==> config.mk <==
export PLATFORM = sky130hd
export DESIGN_NAME = gate_motor_sequencer_core
export DESIGN_NICKNAME = d
export VERILOG_FILES = /design/src/design/gms_pkg.sv /design/src/design/gms_cfg_regs.sv /design/src/design/gms_step.sv /design/src/design/gate_motor_sequencer_core.sv
export SDC_FILE = /design/constraint.sdc
export NUM_CORES = 1
export LEC_CHECK = 0
export BUFFER_PORTS_ARGS = -buffer_cell sky130_fd_sc_hd__buf_2
export CAP_MARGIN = 20
export CORE_MARGIN = 3
export CORE_UTILIZATION = 30
export DETAILED_ROUTE_END_ITERATION = 6
export GPL_ROUTABILITY_DRIVEN = 0
export RECOVER_POWER = 50
export SLEW_MARGIN = 20
export SYNTH_ARGS = -nofsm -noshare
export SYNTH_HDL_FRONTEND = slang
export SYNTH_SLANG_ARGS = --single-unit
==> constraint.sdc <==
create_clock -name clk -period 4.95 [get_ports clk]
set_clock_uncertainty 0.15 [all_clocks]
set_input_delay 0.2475 -clock clk [delete_from_list [all_inputs] [get_ports clk]]
set_output_delay 0.2475 -clock clk [all_outputs]
set_load 0.02 [all_outputs]
==> src/design/gms_pkg.sv <==
`default_nettype none

package gms_pkg;

    // Configuration register indexes
    localparam int CFG_INDEX_BITS = 2;
    localparam logic [CFG_INDEX_BITS-1:0] CFG_AUTO_CLOSE_MODE    = 2'd0;
    localparam logic [CFG_INDEX_BITS-1:0] CFG_SHORT_CLOSE_TICKS  = 2'd1;
    localparam logic [CFG_INDEX_BITS-1:0] CFG_MEDIUM_CLOSE_TICKS = 2'd2;
    localparam logic [CFG_INDEX_BITS-1:0] CFG_LONG_CLOSE_TICKS   = 2'd3;

    localparam int TICKS_BITS = 16;
    localparam int MODE_BITS  = 2;

    // Register reset values
    localparam logic [MODE_BITS-1:0]  MODE_RESET         = 2'd0;
    localparam logic [TICKS_BITS-1:0] SHORT_TICKS_RESET  = 16'd8000;
    localparam logic [TICKS_BITS-1:0] MEDIUM_TICKS_RESET = 16'd18000;
    localparam logic [TICKS_BITS-1:0] LONG_TICKS_RESET   = 16'd30000;

    // Default auto-close counter width
    localparam int COUNT_BITS_DEFAULT = 16;

    // Reported phase codes
    localparam int PHASE_BITS = 3;
    localparam logic [PHASE_BITS-1:0] PHASE_IDLE         = 3'd0;
    localparam logic [PHASE_BITS-1:0] PHASE_OPENING      = 3'd1;
    localparam logic [PHASE_BITS-1:0] PHASE_PAUSED       = 3'd2;
    localparam logic [PHASE_BITS-1:0] PHASE_CLOSING      = 3'd3;
    localparam logic [PHASE_BITS-1:0] PHASE_OPEN_WAITING = 3'd4;

    // DIP switch settings of auto_close_mode
    localparam logic [MODE_BITS-1:0] MODE_OFF    = 2'd0;
    localparam logic [MODE_BITS-1:0] MODE_SHORT  = 2'd1;
    localparam logic [MODE_BITS-1:0] MODE_LONG   = 2'd2;
    localparam logic [MODE_BITS-1:0] MODE_MEDIUM = 2'd3;

    typedef struct packed {
        logic button_low;
        logic key_switch_low;
        logic open_limit;
        logic close_limit;
        logic beam_blocked;
        logic tick;
    } gms_sample_t;

    typedef struct packed {
        logic opening;
        logic paused;
        logic closing;
        logic open_waiting;
        logic counting_enabled;
        logic button_held;
        logic button_request;
        logic open_out;
        logic close_out;
    } gms_flags_t;

    typedef struct packed {
        logic [MODE_BITS-1:0]  auto_close_mode;
        logic [TICKS_BITS-1:0] short_close_ticks;
        logic [TICKS_BITS-1:0] medium_close_ticks;
        logic [TICKS_BITS-1:0] long_close_ticks;
    } gms_cfg_t;

endpackage

`default_nettype wire

==> src/design/gms_cfg_regs.sv <==
`default_nettype none

module gms_cfg_regs (
    input  wire logic                               clk,
    input  wire logic                               rst_n,
    input  wire logic                               cfg_valid,
    output logic                                    cfg_ready,
    input  wire logic [gms_pkg::CFG_INDEX_BITS-1:0] cfg_index,
    input  wire logic [gms_pkg::TICKS_BITS-1:0]     cfg_data,
    output gms_pkg::gms_cfg_t                       cfg
);
    import gms_pkg::*;

    gms_cfg_t cfg_reg;
    logic     write_en;

    // Writes are always taken
    assign cfg_ready = 1'b1;
    assign write_en  = cfg_valid && cfg_ready;
    assign cfg       = cfg_reg;

    // Register file
    always_ff @(posedge clk or negedge rst_n)
    begin
        if (!rst_n)
        begin
            cfg_reg.auto_close_mode    <= MODE_RESET;
            cfg_reg.short_close_ticks  <= SHORT_TICKS_RESET;
            cfg_reg.medium_close_ticks <= MEDIUM_TICKS_RESET;
            cfg_reg.long_close_ticks   <= LONG_TICKS_RESET;
        end
        else if (write_en)
        begin
            case (cfg_index)
                CFG_AUTO_CLOSE_MODE:    cfg_reg.auto_close_mode <= cfg_data[MODE_BITS-1:0];
                CFG_SHORT_CLOSE_TICKS:  cfg_reg.short_close_ticks <= cfg_data;
                CFG_MEDIUM_CLOSE_TICKS: cfg_reg.medium_close_ticks <= cfg_data;
                CFG_LONG_CLOSE_TICKS:   cfg_reg.long_close_ticks <= cfg_data;
                default:                cfg_reg <= cfg_reg;
            endcase
        end
    end

endmodule

`default_nettype wire

==> src/design/gms_step.sv <==
`default_nettype none

module gms_step #(
    parameter int COUNT_BITS = gms_pkg::COUNT_BITS_DEFAULT
) (
    input  wire gms_pkg::gms_sample_t           sample,
    input  wire gms_pkg::gms_cfg_t              cfg,
    input  wire gms_pkg::gms_flags_t            flags,
    input  wire logic [COUNT_BITS-1:0]          count,
    output gms_pkg::gms_flags_t                 flags_next,
    output logic [COUNT_BITS-1:0]               count_next,
    output logic [gms_pkg::PHASE_BITS-1:0]      phase
);
    import gms_pkg::*;

    // Compare width wide enough for both the counter and a threshold
    localparam int CMP_BITS = (COUNT_BITS > TICKS_BITS) ? COUNT_BITS : TICKS_BITS;

    logic                  threshold_hit;
    logic [TICKS_BITS-1:0] threshold;
    logic                  clear_pause;

    // Threshold selected by the DIP mode
    always_comb
    begin
        case (cfg.auto_close_mode)
            MODE_SHORT:
            begin
                threshold   = cfg.short_close_ticks;
                clear_pause = 1'b0;
            end
            MODE_MEDIUM:
            begin
                threshold   = cfg.medium_close_ticks;
                clear_pause = 1'b1;
            end
            MODE_LONG:
            begin
                threshold   = cfg.long_close_ticks;
                clear_pause = 1'b1;
            end
            default:
            begin
                threshold   = cfg.short_close_ticks;
                clear_pause = 1'b0;
            end
        endcase
    end

    // Priority chain of gate rules, each seeing the flags left by the one before
    always_comb
    begin
        gms_flags_t            f;
        logic [COUNT_BITS-1:0] c;
        logic                  pressed;
        logic                  key_on;

        f       = flags;
        c       = count;
        pressed = !sample.button_low;
        key_on  = !sample.key_switch_low;

        // button edge latch
        if (pressed && !f.button_held)
        begin
            f.button_request = 1'b1;
            f.button_held    = 1'b1;
        end
        else if (!pressed)
        begin
            f.button_held = 1'b0;
        end

        if (f.counting_enabled && sample.tick)
            c = c + COUNT_BITS'(1);
        if (sample.beam_blocked)
            c = '0;

        // start
        if (!f.opening && !f.closing && !sample.open_limit && !f.open_waiting &&
            !f.paused && (key_on || f.button_request))
        begin
            f.open_out       = 1'b1;
            f.button_request = 1'b0;
            f.opening        = 1'b1;
        end
        // pause while opening
        if (f.opening && (key_on || f.button_request))
        begin
            f.open_out       = 1'b0;
            f.button_request = 1'b0;
            f.opening        = 1'b0;
            f.paused         = 1'b1;
        end
        // reopen from pause when someone is in the gateway
        if (f.paused && sample.beam_blocked && (key_on || f.button_request))
        begin
            f.open_out       = 1'b1;
            f.button_request = 1'b0;
            f.opening        = 1'b1;
        end
        // close from pause
        if (!sample.beam_blocked && f.paused && (key_on || f.button_request))
        begin
            f.close_out      = 1'b1;
            f.button_request = 1'b0;
            f.paused         = 1'b0;
            f.closing        = 1'b1;
        end
        // reverse on command while closing
        if (f.closing && (key_on || f.button_request))
        begin
            f.close_out      = 1'b0;
            f.button_request = 1'b0;
            f.open_out       = 1'b1;
            f.opening        = 1'b1;
            f.closing        = 1'b0;
        end
        // manual close while open and waiting
        if (f.open_waiting && (key_on || f.button_request))
        begin
            f.close_out        = 1'b1;
            f.button_request   = 1'b0;
            f.closing          = 1'b1;
            c                  = '0;
            f.counting_enabled = 1'b0;
            f.open_waiting     = 1'b0;
        end
        // open limit
        if (f.opening && sample.open_limit)
        begin
            f.open_out     = 1'b0;
            f.opening      = 1'b0;
            f.open_waiting = 1'b1;
        end
        // close limit
        if (f.closing && sample.close_limit)
        begin
            f.close_out = 1'b0;
            f.closing   = 1'b0;
        end
        // obstruction while closing
        if (f.closing && sample.beam_blocked)
        begin
            f.close_out = 1'b0;
            f.closing   = 1'b0;
            f.open_out  = 1'b1;
            f.opening   = 1'b1;
        end

        // auto close; the DIP settings are mutually exclusive so one rule runs
        threshold_hit = (CMP_BITS'(c) == CMP_BITS'(threshold));
        if ((cfg.auto_close_mode != MODE_OFF) && f.open_waiting)
        begin
            f.counting_enabled = 1'b1;
            if (threshold_hit)
            begin
                f.close_out = 1'b1;
                f.closing   = 1'b1;
                if (clear_pause)
                    f.paused = 1'b0;
                c                  = '0;
                f.counting_enabled = 1'b0;
                f.open_waiting     = 1'b0;
            end
        end

        flags_next = f;
        count_next = c;

        if (f.opening)
            phase = PHASE_OPENING;
        else if (f.closing)
            phase = PHASE_CLOSING;
        else if (f.paused)
            phase = PHASE_PAUSED;
        else if (f.open_waiting)
            phase = PHASE_OPEN_WAITING;
        else
            phase = PHASE_IDLE;
    end

endmodule

`default_nettype wire

==> src/design/gate_motor_sequencer_core.sv <==
`default_nettype none

// Gate motor sequencer: takes one sample of the gate inputs (button, key
// switch, limit switches, photocell, millisecond tick) per transaction and
// returns one transaction with the relay levels and the gate phase after that
// sample. A new sample is taken every clock cycle unless sample_stall is
// high; each result passes the input register, then the result register.
// The throughput of one sample per cycle is set by the loop through the
// rule chain that updates the gate flags and the auto-close counter.
// Configuration writes are always accepted (cfg_ready is tied high)
// and must only be issued while no sample is in flight.
module gate_motor_sequencer_core #(
    parameter int COUNT_BITS = gms_pkg::COUNT_BITS_DEFAULT
) (
    input  wire logic                               clk,
    input  wire logic                               rst_n,
    // sample channel
    input  wire logic                               sample_valid,
    output logic                                    sample_stall,
    input  wire logic                               button_low,
    input  wire logic                               key_switch_low,
    input  wire logic                               open_limit,
    input  wire logic                               close_limit,
    input  wire logic                               beam_blocked,
    input  wire logic                               tick,
    // result channel
    output logic                                    result_valid,
    input  wire logic                               result_stall,
    output logic                                    open_drive,
    output logic                                    close_drive,
    output logic [gms_pkg::PHASE_BITS-1:0]          phase,
    // configuration channel
    input  wire logic                               cfg_valid,
    output logic                                    cfg_ready,
    input  wire logic [gms_pkg::CFG_INDEX_BITS-1:0] cfg_index,
    input  wire logic [gms_pkg::TICKS_BITS-1:0]     cfg_data
);
    import gms_pkg::*;

    gms_cfg_t              cfg;
    gms_sample_t           sample_reg;
    logic                  sample_valid_reg;
    gms_flags_t            flags_reg;
    gms_flags_t            flags_next;
    logic [COUNT_BITS-1:0] count_reg;
    logic [COUNT_BITS-1:0] count_next;
    logic [PHASE_BITS-1:0] phase_next;
    logic                  open_drive_reg;
    logic                  close_drive_reg;
    logic [PHASE_BITS-1:0] phase_reg;
    logic                  result_valid_reg;
    logic                  result_free;
    logic                  step_fire;
    logic                  sample_fire;

    gms_cfg_regs u_cfg_regs (
        .clk       (clk),
        .rst_n     (rst_n),
        .cfg_valid (cfg_valid),
        .cfg_ready (cfg_ready),
        .cfg_index (cfg_index),
        .cfg_data  (cfg_data),
        .cfg       (cfg)
    );

    gms_step #(
        .COUNT_BITS (COUNT_BITS)
    ) u_step (
        .sample     (sample_reg),
        .cfg        (cfg),
        .flags      (flags_reg),
        .count      (count_reg),
        .flags_next (flags_next),
        .count_next (count_next),
        .phase      (phase_next)
    );

    // Pipeline flow control
    assign result_free  = !result_valid_reg || !result_stall;
    assign step_fire    = sample_valid_reg && result_free;
    assign sample_stall = sample_valid_reg && !result_free;
    assign sample_fire  = sample_valid && !sample_stall;

    // Input register
    always_ff @(posedge clk or negedge rst_n)
    begin
        if (!rst_n)
            sample_valid_reg <= 1'b0;
        else if (!sample_stall)
            sample_valid_reg <= sample_valid;
    end

    always_ff @(posedge clk)
    begin
        if (sample_fire)
        begin
            sample_reg.button_low     <= button_low;
            sample_reg.key_switch_low <= key_switch_low;
            sample_reg.open_limit     <= open_limit;
            sample_reg.close_limit    <= close_limit;
            sample_reg.beam_blocked   <= beam_blocked;
            sample_reg.tick           <= tick;
        end
    end

    // Gate state
    always_ff @(posedge clk or negedge rst_n)
    begin
        if (!rst_n)
        begin
            flags_reg <= '0;
            count_reg <= '0;
        end
        else if (step_fire)
        begin
            flags_reg <= flags_next;
            count_reg <= count_next;
        end
    end

    // Result register
    always_ff @(posedge clk or negedge rst_n)
    begin
        if (!rst_n)
            result_valid_reg <= 1'b0;
        else if (result_free)
            result_valid_reg <= sample_valid_reg;
    end

    always_ff @(posedge clk)
    begin
        if (step_fire)
        begin
            open_drive_reg  <= flags_next.open_out;
            close_drive_reg <= flags_next.close_out;
            phase_reg       <= phase_next;
        end
    end

    assign result_valid = result_valid_reg;
    assign open_drive   = open_drive_reg;
    assign close_drive  = close_drive_reg;
    assign phase        = phase_reg;

    // Checks
    a_stall_only_when_full: assert property (@(posedge clk) disable iff (!rst_n)
        sample_stall |-> (sample_valid_reg && result_valid_reg))
        else $error("sample stalled while a pipeline stage is empty");

    a_sample_enters: assert property (@(posedge clk) disable iff (!rst_n)
        sample_fire |=> sample_valid_reg)
        else $error("accepted sample not held in input register");

    a_step_fills_result: assert property (@(posedge clk) disable iff (!rst_n)
        step_fire |=> result_valid_reg)
        else $error("processed sample did not produce a result");

    a_beam_clears_count: assert property (@(posedge clk) disable iff (!rst_n)
        (step_fire && sample_reg.beam_blocked) |=> (count_reg == '0))
        else $error("auto-close count not cleared by photocell");

    a_phase_range: assert property (@(posedge clk) disable iff (!rst_n)
        result_valid_reg |-> (phase_reg <= PHASE_OPEN_WAITING))
        else $error("phase code out of range");

endmodule

`default_nettype wire

Word level (Yosys, flattened, before mapping)
Cells that the tools add are included. Widths: inputs -> output; s select.

Add/sub/neg operators: 1. Reduce and logical (&&, ||, !) cells: 54. Eq/ne operators: 6. Multiplexer cells: 41.

Operators with widths (count): $mux 16 (5); $pmux 16 s2 (1); $mux 1 (22); $logic_and 1x1->1 (21); $add 16x1->16 const B (1); $eq 16x16->1 (1); $mux 2 (8); $logic_not 1->1 (13); $reduce_and 2->1 (6); $mux 3 (3); $eq 2x2->1 const B (4); $mux 4 (2); $logic_or 1x1->1 (7); $reduce_bool 2->1 (3); $reduce_or 2->1 (2); $reduce_or 3->1 (1); $eq 2x1->1 const B (1); $logic_not 2->1 (1).

Input port bits: 29. Flip-flop bits (word level): 88. Output and inout port bits: 8. Word-level logic and storage cells: 129.

Depth between registers and ports, before layout
Word-level depth: 31. Depth in mapped cells: 12. Depth with buffers taken out: 10.

Hierarchy
A second synthesis with hierarchy kept.

Cell total of the unflattened synthesis: 435. Area total of the unflattened synthesis: 5198.7 um2.

By module, submodules not included: gms_cfg_regs (area an instance 2059.5 um2, seq. area each 1273.7 um2, cells an instance 109, instances 1); gms_step (area an instance 1691.6 um2, seq. area each 0.0 um2, cells an instance 255, instances 1); gate_motor_sequencer_core (area an instance 1447.6 um2, seq. area each 1006.0 um2, cells an instance 71, instances 1).

Least setup slack after synthesis
OpenSTA, ideal clock, no wires.

Path kind: register -> register. From: reg count_reg[0]. To: reg phase_reg[2] (netlist: phase[2]), data pin. Required time: 4.547 ns. Arrival time: 2.602 ns. Setup time: 0.253 ns. Stages on the path, launching flop included: 12. Path buffers: 1. Setup slack: 1.945 ns. Period minus slack after synthesis: 3.005 ns. Cells stage by stage: dfrtp_1 -> ha_1 -> and4_1 -> nand4_1 -> xor3_1 -> o32ai_1 -> a2bb2oi_1 -> or3_4 -> nor4_4 -> buf_6 -> or3_4 -> nor3_2.

Word-level cells in the longest chain between the ends: 8. Elaborated cells between the ends (all ways): 9. Those cells by class: add/sub (1); eq/ne (1); mux (6); reduce/logical (1).

RTL lines: start: declaration (line gate_motor_sequencer_core.sv:45) `logic [COUNT_BITS-1:0] count_reg;`; start signal: assignment (line gate_motor_sequencer_core.sv:117) `count_reg <= count_next;`; $add 16x1->16 (line gms_step.sv:75) `c = c + COUNT_BITS'(1);`; $mux 16 (*) (line gms_step.sv:74) `if (f.counting_enabled && sample.tick)`; $mux 16 (*) (line gms_step.sv:76) `if (sample.beam_blocked)`; $mux 16 (*) (line gms_step.sv:120) `if (f.open_waiting && (key_on || f.button_request))`; $eq 16x16->1 (*) (line gms_step.sv:152) `threshold_hit = (CMP_BITS'(c) == CMP_BITS'(threshold));`; $mux 4 (*) (line gms_step.sv:156) `if (threshold_hit)`; $mux 4 (*) (line gms_step.sv:153) `if ((cfg.auto_close_mode != MODE_OFF) && f.open_waiting)`; $reduce_or 3->1 (no source line) / $mux 3 (equally long branches); end signal: assignment (line gate_motor_sequencer_core.sv:136) `phase_reg <= phase_next;`; end: declaration (line gate_motor_sequencer_core.sv:50) `logic [PHASE_BITS-1:0] phase_reg;`.

Every way passes the cells marked *; elsewhere a longest branch is shown, timed or not. A chain may end at the register's enable or synchronous reset.

Worst setup path in the final report
From: reg u_cfg_regs.cfg_reg, in the netlist u_cfg_regs.cfg[48]. To: reg count_reg[12].

Word-level cells in the longest chain between the ends: 5. Elaborated cells between the ends (all ways): 8. Those cells by class: eq/ne (3); mux (3); reduce/logical (2).

RTL lines: start: declaration (line gms_cfg_regs.sv:14) `gms_cfg_t cfg_reg;`; start signal: assignment (line gms_cfg_regs.sv:39) `default: cfg_reg <= cfg_reg;`; $eq 2x2->1 (line gms_step.sv:26) `case (cfg.auto_close_mode)`; $pmux 16 s2 (line gms_step.sv:26); $eq 16x16->1 (line gms_step.sv:152); $mux 16 (line gms_step.sv:156); $mux 16 (*) (line gms_step.sv:153).

Marked as above.

==> results.cfg <==
[outcome]
status = complete, but fails checks
violations = capacitance limit, slew limit

[detailed_routing]
wl_per_cell_um = 15.75
viasPerCell = 5.138
drtAntennaViolNets = 0
drt_wl_total_um = 10960
drc = 0
dr.first_iter.drc_count = 249
dr.pass1.iters = 4
vias = 3576

[clocking]
cts_made_buffers = 9
cts_resized = 0
cts_max_path_buffers = 2
cts_tree = done
cts_setup_buffers = 0
cts_htree_levels = 3
cts.sinks = 88
cts-root-buf = clkbuf_16
clkTransAtPathRegs_ns = 0.06
hold_buffers = 11
clkLatencyLatePin_ns = 0.34

[hold_path]
hold_class = in -> reg
whs_endpoint = u_cfg_regs.cfg[12]
hp-start = cfg_data[12]
whs_path_depth = 2

[logic_synthesis]
yosysSeqAreaShare = 0.4633
synthCells = 438
ys_async_sr_fraction = 0.8750
synth_top_cell_area_share = 0.3000
synth_flop_cell = dfrtp_1
syn-mean-instance-area_um2 = 11.24
synth_area_um2 = 4921
syn_nets = 468
synthTopCellsByArea = dfrtp_1 (30%), mux2_2 (12%), dfstp_2 (9.6%)
yosys_warnings = 0
synth_edf_count = 11
synth_seq_cells = 88
yosysTopAreaCell = dfrtp_1
yosysUniqueCellTypes = 70

[sta]
setup_viol = 0
totalNegativeSetupSlack_ns = 0
worstMarginPinSlew_ns = 1.876
drv_slew = 78
slew-limit-headroom = -0.2509
max_freq_mhz = 258.5
finalCritPeriodShare = 0.7815
hold_viol = 0
fin_crit_ns = 3.869
rsz0062_at_grt = no

[global_route]
grt_pass1_vias = 3665
grt_antenna_before_repair = 0
grt_pass1_wl_um = 18650
grt_max_degree = 78
grt.total_usage = 0.1292
grt-ovfl-total = 0

[die]
rows = 46
core_um2 = 15940
die-width_um = 134.1
initial_core_util = 0.3087
fp.dieH_um = 134.1
ioPinCount = 37
dieArea_um2 = 17980

[power_and_ir_drop]
power_w = 0.002397
p_leak_nw = 2.293
vdd_drop_max_uv = 202.1
p_per_area_nw_per_um2 = 420.2

[job]
drv_cap = 1

[final_layout]
antenna-diode-count = 0
syn_to_final_growth_pct = 15.89
multi_input_area_um2 = 2469
drive_gt1_frac = 0.2813
largest_register_ffs = 50
n_fill_cell = 1585
layout.nets = 505
seq_area_um2 = 2280
fin_area_um2 = 5703

[worst_setup_path]
r2r_start = u_cfg_regs.cfg[48]
rrSetupSlack_ns = 1.08
r2r_cells = 9
rr_endpoint = count_reg[12]
worst-setup-path-type = reg -> reg
critPathTopFamily = simple AND/OR/NAND/NOR gates
critPathMaxFanout = 13
crit_path_start_kind = register
crit_chain = mux2_4 -> mux2i_1 -> xnor3_1 -> o2bb2ai_1 -> a32oi_1 -> or3_4 -> nor4_4 -> or3_1 -> o22ai_1
cp.arrival_ns = 3.94
cp_data_required_time_ns = 5.02
crit_buf_inv = 0
slowest_delay_ns = 0.76
crit_slowest_cell = dfrtp_1
cp-end-kind = register

[placement]
portBuffers = 35
placed_cell_area_um2 = 5268
dp_hpwl_um = 7828
## worst register-to-register path, delay by kind of cell, from the launching register on
kind	cells	cell delay, ns
mux	2	0.73
xor+xnor	1	0.39
compound gates	3	0.36
flops	1	0.76
simple gates	3	1.36
## layout by cell type, fill, tap and decap left out, types with 4 or more instances in the layout
cell and instances:
and4_1 4, dlygate4sd3_1 11, o22ai_1 5, edfxtp_1 11, nor3_1 10, xnor2_1 8
buf_4 4, o41ai_1 4, a22o_1 7, clkbuf_16 10, mux2i_1 15, buf_2 24
mux2_2 54, o31ai_1 7, xor2_1 7, a21oi_1 16, clkbuf_1 10, nand2_1 32
dfstp_2 18, nor2_1 18, nand4_1 7, dfrtp_1 59, o21ai_1 7, nand2b_1 5
o21ai_0 17, nand3_1 14, inv_1 11
## where the power goes
group          leakage [nW]  switching (W)  total [W]  internal (W)
Sequential             1.03       0.000124    0.00101      0.000886
Clock                 0.164       0.000283   0.000756      0.000473
Combinational          1.10       0.000329   0.000631      0.000301
Total                  2.29       0.000736    0.00240       0.00166
## metal layers
layer	vias up	part of all wire	track usage
li1	1712	-	-
met3	27	0.037	0.03526
met5	-	0	0
met2	82	0.46	0.2016
met1	1755	0.47	0.1720
met4	0	0.026	0.04921
## stage by stage
| stage | hold slack, ns | util | cells | setup WS (ns) |
|---|---|---|---|---|
| after global placement | 0.2774 | 0.3304 | 669 | 1.204 |
| after CTS | 0.002566 | 0.3587 | 696 | 1.108 |
| final | 0.01480 | 0.3577 | 696 | 1.081 |
| after global routing | 0.01007 | 0.3577 | 696 | 0.8481 |
| after detailed placement | 0.2761 | 0.3304 | 669 | 1.123 |
| after floorplan | -0.1981 | - | 438 | 1.945 |
## area by class of cell
class,instances,area share
tap,216,0.04739
sequential,88,0.3997
clock inverter,6,0.01580
timing repair buffer,50,0.05309
inverter,11,0.007240
multi-input combinational,315,0.4329
clock buffer,10,0.04388
## cells by family (layout without fill, tap and decap cells)
family,after synthesis,after routing,synth area share
and+or+nand+nor,125,125,0.1452
AOI/OAI and AO/OA,95,95,0.1378
DFF,88,88,0.4633
muxes,75,75,0.1747
buffers and inverters,35,77,0.03509
xor gates and xnor gates,18,18,0.04068
adders and majority gates,1,1,0.002542
other,1,1,0.0007620
## how the worst max path moves through the flow
| stage | to | slack [ns] | depth (start not counted) | from |
|---|---|---|---|---|
| 6_report | count_reg[12] | 1.08 | 9 | u_cfg_regs.cfg[48] |
| 5_1_grt | count_reg[1] | 0.85 | 9 | u_cfg_regs.cfg[48] |
| 4_1_cts | count_reg[12] | 1.11 | 9 | u_cfg_regs.cfg[48] |
| 3_5_place_dp | count_reg[12] | 1.12 | 9 | u_cfg_regs.cfg[48] |
| 3_3_place_gp | count_reg[12] | 1.20 | 9 | u_cfg_regs.cfg[48] |
| 2_1_floorplan | phase[2] | 1.94 | 11 | count_reg[0] |
## cells in the mapped netlist (3+ instances only)
cell type,number
nor2b_1,3
inv_1,11
and3_1,3
or3_1,3
nor3_1,10
nor2_1,18
buf_4,4
mux2_4,3
a32oi_1,3
a211oi_1,3
nand2_1,32
o41ai_1,4
a31oi_1,3
or4b_1,3
o21ai_0,17
a21oi_1,16
o22ai_1,5
mux2i_1,15
edfxtp_1,11
buf_2,9
dfrtp_1,59
xor2_1,7
nand4_1,7
a22o_1,7
o31ai_1,7
mux2_2,54
o21ai_1,7
o32ai_1,3
and4_1,4
xnor2_1,8
dfstp_2,18
nand2b_1,5
nand3_1,14
clkbuf_1,9
Note: power is estimated with default switching activity, not from simulation.
